## src/hdl/bts_fifo.sv

```systemverilog
module bts_fifo #(
  parameter int WIDTH = 64,
  parameter int DEPTH = 8
) (
  input  logic                         clk,
  input  logic                         rst_n,
  input  logic                         push,
  input  logic [WIDTH-1:0]             din,
  input  logic                         pop,
  output logic [WIDTH-1:0]             dout,
  output logic                         empty,
  output logic [$clog2(DEPTH+1)-1:0]   cnt
);
  localparam int PW = $clog2(DEPTH);
  localparam int CW = $clog2(DEPTH + 1);

  logic [WIDTH-1:0] mem_r [DEPTH];
  logic [PW-1:0]    wr_ptr_r;
  logic [PW-1:0]    rd_ptr_r;
  logic [CW-1:0]    cnt_r;

  // storage
  always_ff @(posedge clk) begin
    if (push) mem_r[wr_ptr_r] <= din;
  end

  // pointers and fill level
  always_ff @(posedge clk) begin
    if (!rst_n) begin
      wr_ptr_r <= '0;
      rd_ptr_r <= '0;
      cnt_r    <= '0;
    end else begin
      if (push) wr_ptr_r <= wr_ptr_r + 1'b1;
      if (pop)  rd_ptr_r <= rd_ptr_r + 1'b1;
      if (push && !pop)      cnt_r <= cnt_r + 1'b1;
      else if (pop && !push) cnt_r <= cnt_r - 1'b1;
    end
  end

  assign dout  = mem_r[rd_ptr_r];
  assign empty = (cnt_r == '0);
  assign cnt   = cnt_r;

  a_no_overflow: assert property (@(posedge clk) disable iff (!rst_n)
    push && !pop |-> cnt_r < CW'(DEPTH)) else $error("queue overflow");
  a_no_underflow: assert property (@(posedge clk) disable iff (!rst_n)
    pop |-> cnt_r != '0) else $error("queue underflow");
  a_level: assert property (@(posedge clk) disable iff (!rst_n)
    push && !pop |=> cnt_r == $past(cnt_r) + 1'b1) else $error("level slip");

endmodule

```

## config.mk

```make
export PLATFORM = sky130hd
export DESIGN_NAME = bts_fifo
export DESIGN_NICKNAME = d
export VERILOG_FILES = /design/src/hdl/bts_fifo.sv
export SDC_FILE = /design/constraint.sdc
export NUM_CORES = 1
export LEC_CHECK = 0
export BUFFER_PORTS_ARGS = -buffer_cell sky130_fd_sc_hd__buf_4
export CORE_ASPECT_RATIO = 1.25
export CORE_MARGIN = 1.5
export CORE_UTILIZATION = 45
export DETAILED_ROUTE_END_ITERATION = 6
export PLACE_DENSITY = 0.62
export SETUP_SLACK_MARGIN = 0.1
export SYNTH_ARGS = -nofsm -noshare
export SYNTH_HDL_FRONTEND = slang
export SYNTH_SLANG_ARGS = --single-unit
```

## constraint.sdc

```tcl
create_clock -name clk -period 7.6 [get_ports clk]
set_input_delay 1.14 -clock clk [delete_from_list [all_inputs] [get_ports clk]]
set_output_delay 1.14 -clock clk [all_outputs]
set_load 0.05 [all_outputs]
```

==> metrics, run 1 <==
status=finished, final reports clean; diodes inserted=0; post-route setup TNS=0 ns; total die area=45400 sq um; Hold Path Depth=2; syn_area_per_cell=roughly 25 sq um; cells after synthesis=807; synth unique cells=27; capture point of the worst reg-to-reg path=mem_r[2][3]; startpoint types=flop; Layout Skew=0.00873 ns; Max Cap Violations=0; Layout area overhead=16.4%; worst hold slack=roughly 0.50 ns; CP endpoint kind=primary output; CTS resizes=0; initial antenna violation count=0; Peak Freq=about 220 MHz; clk slew on worst S/H paths=0.06 ns; total CTS buffers=51; reg2reg setup slack=around 4.9 ns; pre-CTS WS=3.43 ns; pwr/cell area=278 nW/um^2; Tightest Pin Transition=1.15 ns; share of total power in sequential cells=0.515; Routed WL per cell=24.3 um; setup ws final=between 2 and 3 ns; Sink Count=525; vias per inst=5.47; DR vias=8650; drc violations=0; total grt overflow=0; first-pass GRT wire length=~58 mm; Cells after DPL=1490; R2R Path Start=wr_ptr_r[2]; Leakage Power=7.37 nW; Antenna Nets Post-Route=0; Tot GR Track Use=0.175; H-tree level count=2; Die Ht=238 um; commonest cells after routing, fill and taps aside=512 x edfxtp_1, 155 x buf_4, 128 x mux4_2, 64 x mux2_2, 53 x clkbuf_16; startpoint of the worst hold path=cnt[3]; Setup violations, final=0; clk buf depth=3; Int Pwr=roughly 0.0049 W; hold endpoint=cnt[3]; Worst EP required=6.46 ns; largest net degree at the start of global routing=74; crit path max fanout=48; Initial Util=0.458; core area=43300 sq um; Reg2Reg Depth=3; syn_nets=a little under 900; Final nets=1052; layout cells sized above 1=0.413; Post-CTS Setup Repair Bufs=0; post-synthesis sequential area ratio=0.788; IO Pins=137; Crit Path Category=reg2out; number of global-route vias before repair=9456; Post-DP HPWL=20.1 mm; Die X=191 um; multi-input logic area=4020 sq um; DRT iter0 DRCs=around 560; total of fill cells in the finished design=3313; Sequential Area=between 15000 and 20000 sq um; Cell Area, Synth=19800 sq um; drt pass-1 iters=5; relative slew slack=0.234; fin crit share=0.609; worst hold path type=reg2reg; Root Buffer=clkbuf_16; minimum clock period=4.63 ns; final WL=38.4 mm; Syn. warnings=0; sw power=0.00150 W; VDD IR max=0.167 mV; Clock power frac=0.370; Non-Filler Instances=~1600; Arr. time, crit path=3.49 ns; endpoints failing hold=0; Tot Pwr=roughly 0.0064 W; RSZ-0062 raised after global routing=false; Sw Ratio=0.234; Synth Register Bits=525; cts hold-fix bufs=0; CTS tree=built; Port-buffer cells=approximately 140; Logic pwr share=0.115; max-slew violation count=0; commonest non-fill, non-tap cell in the layout=edfxtp_1; Clock Latency Late Sink=a little under 0.6 ns; Final GP Congestion=between 0.7 and 0.8; Core Rows=85
## per-stage QoR
stage	util	area [sq um]
detailed placement	0.498	21500
global route	0.534	23100
global placement	0.498	21500
CTS	0.534	23100
finish	0.534	23100
floorplan	-	19800
## area by class of cell
cell class | instances | share of cell area
sequential | 525 | 0.677
multi-input combinational | 243 | 0.174
clock inverter | 30 | 0.00877
tap | 565 | 0.0306
inverter | 2 | 0.000325
timing repair buffer | 155 | 0.0504
clock buffer | 62 | 0.0589
## kinds of logic after synthesis
kind of cell / after synthesis / synth area share
multiplexers: 196 / 0.184
buffers and inverters: 39 / 0.0123
adder cells (fa/ha/maj): 6 / 0.00416
AND/OR/NAND/NOR: 31 / 0.00795
flip-flops: 525 / 0.788
AO/OA/AOI/OAI: 4 / 0.00120
XOR/XNOR: 6 / 0.00265
## metal layers
metal,track usage,vias to the layer above,part of all wire,routed length [um]
met5,0,-,0,0
li1,-,3770,-,-
met4,0.0418,0,0.017,670
met2,0.292,184,0.50,19200
met3,0.0337,55,0.043,1670
met1,0.237,4641,0.44,16800
## cell usage after synthesis
cell type / number / share of area
buf_1: 9 / 0.0017
xor2_1: 2 / 0.00088
nand2_1: 6 / 0.0011
nand3_1: 1 / 0.00025
clkbuf_1: 11 / 0.0021
nand2b_1: 4 / 0.0013
a211oi_1: 1 / 0.00038
nor2b_1: 3 / 0.00095
a21oi_1: 1 / 0.00025
inv_1: 2 / 0.00038
a31oi_1: 1 / 0.00032
ha_1: 5 / 0.0032
o21ai_0: 1 / 0.00025
dfxtp_1: 13 / 0.013
nor4_1: 1 / 0.00032
mux2i_1: 4 / 0.0020
xnor2_1: 4 / 0.0018
buf_6: 11 / 0.0062
buf_4: 3 / 0.0011
edfxtp_1: 512 / 0.77
nor2_1: 7 / 0.0013
buf_2: 3 / 0.00076
nor3_1: 2 / 0.00050
and2_1: 7 / 0.0022
mux4_2: 128 / 0.15
mux2_2: 64 / 0.036
fa_1: 1 / 0.0010
## state kept, by name, summed over array words and instances (netlist names), named ones only
register,cells
rd_ptr_r,3
mem_r,512
wr_ptr_r,3
cnt,4
## how the worst max path moves through the flow
stage,start,depth (start not counted),endpoint,slack (ns)
6_report,flop,4,dout[2],2.97
5_1_grt,flop,4,dout[11],2.63
4_1_cts,flop,4,dout[11],2.79
3_5_place_dp,flop,4,dout[11],3.43
3_3_place_gp,flop,4,dout[2],3.43
2_1_floorplan,push,2,mem_r[0][0],1.45
## worst max-delay path, cell delays in order, from the launching register on
cell and delay, ns:
dfxtp_4 0.99, buf_4 0.80, mux4_2 0.59, mux2_2 0.31, buf_4 0.20
## power groups by stage
| stage | Clock [W] | Combinational, W | Sequential, W |
|---|---|---|---|
| after global routing | 0.00255 | 0.000782 | 0.00332 |
| after floorplan | 0 | 0.000534 | 0.00336 |
| final | 0.00238 | 0.000737 | 0.00331 |
| after CTS | 0.00244 | 0.000752 | 0.00331 |
| after detailed placement | 0 | 0.000750 | 0.00337 |
| after global placement | 0 | 0.000744 | 0.00337 |
(Power assumes the default switching activity.)
==> run 2: changes to the inputs <==
--- a/config.mk
+++ b/config.mk
@@ -10,7 +10,7 @@
 export CORE_MARGIN = 1.5
 export CORE_UTILIZATION = 45
 export DETAILED_ROUTE_END_ITERATION = 6
-export PLACE_DENSITY = 0.62
+export PLACE_DENSITY = 0.65
 export SETUP_SLACK_MARGIN = 0.1
 export SYNTH_ARGS = -nofsm -noshare
 export SYNTH_HDL_FRONTEND = slang
==> constraint.sdc (replaced) <==
create_clock -name clk -period 3.7 [get_ports clk]
set_input_delay 0.555 -clock clk [delete_from_list [all_inputs] [get_ports clk]]
set_output_delay 0.555 -clock clk [all_outputs]
set_load 0.05 [all_outputs]
==> run 2 against run 1 <==
Setup slack got worse by 2.3 ns. First-iteration DRC count increased by 1.4%. Clock power increased by 100%. Sequential cell count unchanged. Die area unchanged.
==> metrics, run 2 (same netlist as run 1, synthesis figures left out) <==
status=finished, final reports clean; drt pass-1 iters=4; Root Buffer=clkbuf_16; worst hold path type=in2reg; CTS resizes=0; H-tree level count=2; clk buf depth=3; Logic pwr share=0.121; crit path max fanout=46; layout cells sized above 1=0.417; max reg flops=a little over 500; Core Rows=85; Cells after DPL=1490; VDD IR max=approximately 0.40 mV; Int Pwr=approximately 0.010 W; reg2reg setup slack=1.63 ns; Tot GR Track Use=0.168; Sink Count=525; diodes inserted=0; setup ws final=0.675 ns; CTS tree=built; post-route setup TNS=0 ns; Post-DP HPWL=19.2 mm; final WL=37.0 mm; total grt overflow=0; fin crit share=0.818; fin area=approximately 23000 sq um; Layout Utilization=0.536; post-place instance area=~22000 sq um; Sw Ratio=0.233; Routed WL per cell=23.5 um; max-slew violation count=0; Final GP Congestion=~0.69; core area=43300 sq um; initial antenna violation count=1; Setup violations, final=0; pre-CTS WS=1.22 ns; Leakage Power=7.39 nW; Tightest Pin Transition=0.638 ns; Non-Filler Instances=1578; met2 global-route usage=0.277; Layout Skew=a little under 0.008 ns; met1 usage=0.229; number of global-route vias before repair=9499; Initial Util=0.458; first-pass GRT wire length=about 56 mm; pwr/cell area=564 nW/um^2; relative slew slack=0.575; IO Pins=137; drc violations=0; GR peak layer=met2; vias per inst=5.46; Reg2Reg Depth=3; share of total power in sequential cells=0.516; commonest cells after routing, fill and taps aside=512 x edfxtp_1, 144 x buf_4, 128 x mux4_2, 64 x mux2_2, 51 x clkbuf_16; endpoints failing hold=0; RSZ-0062 raised after global routing=false; met3 usage=0.0350; Antenna Nets Post-Route=0; Max Cap Violations=0; cts hold-fix bufs=0; Post-CTS Setup Repair Bufs=0; R2R Path Start=wr_ptr_r[0]; Die Ht=about 240 um; commonest non-fill, non-tap cell in the layout=edfxtp_1; minimum clock period=3.02 ns; hold endpoint=mem_r[5][18]; total die area=45400 sq um; Clock power frac=0.363; Hold Path Depth=1; CP endpoint kind=primary output; total CTS buffers=50; DRT iter0 DRCs=565; startpoint of the worst hold path=din[18]; Clock Latency Late Sink=0.55 ns; sw power=0.00305 W; capture point of the worst reg-to-reg path=mem_r[1][24]; DR vias=8613; Arr. time, crit path=around 2.5 ns; Layout area overhead=17.0%; Crit Path Category=reg2out; Reg with most FFs=mem_r; clk slew on worst S/H paths=0.06 ns; Peak Freq=331 MHz; Port-buffer cells=approximately 140; startpoint types=flop; Worst EP required=3.14 ns; Die X=191 um; largest net degree at the start of global routing=a little under 70; Final nets=between 1000 and 1500
-- run 2: power by group through the flow --
stage / clock, W / sequential [W] / combinational [W]
after floorplan: 0 / 0.00689 / 0.00110
final: 0.00475 / 0.00674 / 0.00159
after global routing: 0.00510 / 0.00676 / 0.00169
after CTS: 0.00487 / 0.00675 / 0.00162
after detailed placement: 0 / 0.00687 / 0.00162
after global placement: 0 / 0.00686 / 0.00161
-- run 2: layout make-up --
type	instances	area (sq um)
repair buffers	155	1300
well taps	565	707
clock buffers	58	1300
clock inverters	30	211
flip-flops and latches	525	15600
inverters	2	7.51
multi-input cells	243	4030
fillers	3255	20100
-- run 2: stage by stage --
stage                     power (W)  hold WS (ns)
final                        0.0131         0.227
after global routing         0.0135         0.202
after CTS                    0.0132         0.197
after detailed placement    0.00849         0.492
after global placement      0.00847         0.486
after floorplan             0.00799         0.512
-- run 2: worst max path at each step --
stage,startpoint,endpoint,slack (ns)
2_1_floorplan,push,mem_r[1][0],-0.15
3_3_place_gp,flop,dout[49],1.23
3_5_place_dp,flop,dout[1],1.22
4_1_cts,flop,dout[56],0.61
5_1_grt,flop,dout[40],0.55
6_report,flop,dout[40],0.68
-- run 2: critical path: stages, from the launching register on --
cell and delay, ns:
dfxtp_4 0.45, buf_12 0.35, mux4_2 0.56, mux2_2 0.29
buf_4 0.19
-- run 2: per-layer routing --
metal	part of all wire	wire, um	vias to the layer above
met3	0.050	1840	56
met4	0.020	726	2
li1	-	-	3765
met2	0.50	18600	192
met1	0.43	15900	4598
met5	0.00035	13	-
==> run 3: changes to the inputs <==
--- a/config.mk
+++ b/config.mk
@@ -5,6 +5,7 @@
 export SDC_FILE = /design/constraint.sdc
 export NUM_CORES = 1
 export LEC_CHECK = 0
+export ABC_AREA = 1
 export BUFFER_PORTS_ARGS = -buffer_cell sky130_fd_sc_hd__buf_4
 export CORE_ASPECT_RATIO = 1.25
 export CORE_MARGIN = 1.5
==> constraint.sdc (replaced) <==
create_clock -name clk -period 2.7 [get_ports clk]
set_input_delay 0.405 -clock clk [delete_from_list [all_inputs] [get_ports clk]]
set_output_delay 0.405 -clock clk [all_outputs]
set_load 0.05 [all_outputs]
==> run 3 against run 2 <==
Global-route usage up 3.6 points. Sequential share of layout area is 5.6 points lower. Sequential power rose by 36%. Die area grew 6.1%. Sequential cell count unchanged. Cell count increased by 63%. First-iteration DRC count increased by 64%. Via count increased by 58%. Register-to-register slack lost 0.72 ns. Critical path depth up 6. Critical path type unchanged. Largest cell class unchanged.
==> metrics, run 3 <==
startpoint types=flop; met3 wire length=2.76 mm; Core Rows=between 80 and 90; fin crit share=0.936; fin area=roughly 25000 sq um; post-place instance area=23000 sq um; H-tree level count=2; final WL=51.3 mm; crit path max fanout=8; DR vias=between 10000 and 15000; M1 WL=21.5 mm; Layout area overhead=20.1%; top-count cell post-synth=nor2_1; VDD IR max=0.632 mV; Leakage Power=9.39 nW; Tightest Pin Transition=between 0.5 and 0.6 ns; max-slew violation count=0; vias per inst=5.29; cts hold-fix bufs=0; Peak Freq=396 MHz; worst hold path type=in2reg; relative slew slack=0.607; Sink Count=525; total die area=48100 sq um; Die Ht=245 um; WL met2=25.9 mm; Setup violations, final=0; setup ws final=approximately 0.17 ns; Synth Flop Type=edfxtp_1; first-pass GRT wire length=75.2 mm; clk slew on worst S/H paths=about 0.070 ns; commonest non-fill, non-tap cell in the layout=nor2_1; Initial Util=0.456; Tot GR Track Use=0.205; commonest cells after routing, fill and taps aside=523 x nor2_1, 512 x edfxtp_1, 327 x nand2_1, 226 x o21ai_0, 138 x buf_4; Antenna Nets Post-Route=0; CTS tree=built; synth unique cells=23; Syn. warnings=0; syn_area_per_cell=11.8 sq um; area leader, netlist=edfxtp_1; max reg flops=512; cells after synthesis=1785; Crit Path Category=reg2out; top-area cell type share of the netlist area=0.730; CP endpoint kind=primary output; Post-DP HPWL=between 20 and 30 mm; number of global-route vias before repair=around 13000; top cells by area, synth=edfxtp_1 73%, nor2_1 9.5%, nand2_1 6.0%; syn_nets=1859; IO Pins=between 100 and 150; Max Cap Violations=0; total CTS buffers=49; Layout Skew=around 0.024 ns; Layout Utilization=0.547; pre-CTS WS=around 0.56 ns; drc violations=0; Routed WL per cell=between 20 and 25 um; worst hold slack=0.0600 ns; layout cells sized above 1=0.151; DRT iter0 DRCs=924; initial antenna violation count=1; core area=approximately 46000 sq um; clk buf depth=3; largest net degree at the start of global routing=93; Port-buffer cells=136; Final nets=2014; Root Buffer=clkbuf_16; Cell Area, Synth=about 21000 sq um; top layer in use=met4; Worst EP required=2.30 ns; minimum clock period=between 2 and 3 ns; Async S/R FF share, synth=0; RSZ-0062 raised after global routing=true; endpoints failing hold=0; post-synthesis sequential area ratio=0.742; Reg with most FFs=mem_r; Synth Register Bits=525; Die X=197 um; Arr. time, crit path=between 2 and 2.5 ns; Post-synth EDFFs=512; pwr/cell area=770 nW/um^2; drt pass-1 iters=5; status=finished, final reports clean; Tot Pwr=0.0195 W; Final GP Congestion=0.738; Clock Latency Late Sink=0.57 ns; commonest cells in the netlist=531 x nor2_1, 512 x edfxtp_1, 336 x nand2_1; total grt overflow=0
==> run 3: cell count changes after synthesis, moves of 6 or more <==
cell      before  now
mux2_2        64    0
inv_1          2   12
buf_2          3   37
clkbuf_2       0   16
nand2_1        6  336
and2_1         7    0
o21ai_1        0   24
buf_6         11   27
buf_1          9    3
nor2_1         7  531
o21ai_0        1  237
mux4_2       128    0
==> run 3: layer usage <==
layer  track usage  vias to the layer above
met4        0.0640                        0
met1         0.262                     6637
met3        0.0279                       84
li1              -                     6432
met2         0.360                      423
met5             0                        -
==> run 3: power by group <==
group,total (W),leakage [nW],switching [W],internal [W]
logic,0.00292,3.78,0.00199,0.000935
clock network,0.00736,0.842,0.00291,0.00444
registers,0.00920,4.76,0.0000575,0.00914
==> run 3: cells by family after synthesis <==
| group | count (synthesis) | share of synthesized area |
|---|---|---|
| AND/OR/NAND/NOR | 873 | 0.156 |
| buffers and inverters | 112 | 0.0336 |
| AO/OA/AOI/OAI | 266 | 0.0632 |
| XOR/XNOR | 3 | 0.00125 |
| adder cells (fa/ha/maj) | 6 | 0.00392 |
| flip-flops | 525 | 0.742 |
==> run 3: cell type report <==
class / count / area, sq um
fillers: 3728 / 20900
flip-flops and latches: 525 / 15600
multi-input cells: 1148 / 4810
repair buffers: 201 / 2290
clock buffers: 57 / 1280
well taps: 585 / 732
clock inverters: 34 / 452
inverters: 14 / 81.3
repair inverters: 1 / 11.3
diodes: 1 / 2.50
==> run 3: final timing paths <==
check                                  from      endpoint  slack, ns  cells past startpoint
worst max-delay path                   flop      dout[29]       0.17                     10
worst min-delay path                din[26]  mem_r[7][26]       0.06                      1
worst max register to register  wr_ptr_r[0]   mem_r[3][5]       0.91                      3
worst min register to register  wr_ptr_r[0]   wr_ptr_r[0]       0.50                      2
==> run 3: stage by stage <==
stage / setup TNS (ns) / instances
3_3_place_gp: 0 / 2454
4_1_cts: 0 / 2553
6_report: 0 / 2566
2_1_floorplan: -46.54 / 1785
5_1_grt: 0 / 2566
3_5_place_dp: 0 / 2454
==> run 3: worst max-delay path: stages, from the launching register on <==
cell	delay [ns]
dfxtp_4	0.38
buf_12	0.16
buf_8	0.16
clkbuf_16	0.17
nor2_1	0.05
nor2_1	0.10
o21ai_0	0.10
nand2_1	0.07
nand2_1	0.06
nand2_2	0.13
buf_8	0.16
==> run 3: what timing repair did <==
action / 4_1_cts / 5_1_grt
gates resized for setup: 11 / 48
pin swaps: 1 / 2
endpoints found under the setup margin: 63 / 59
gates cloned: 5 / 11
buffers inserted: 3 / 1
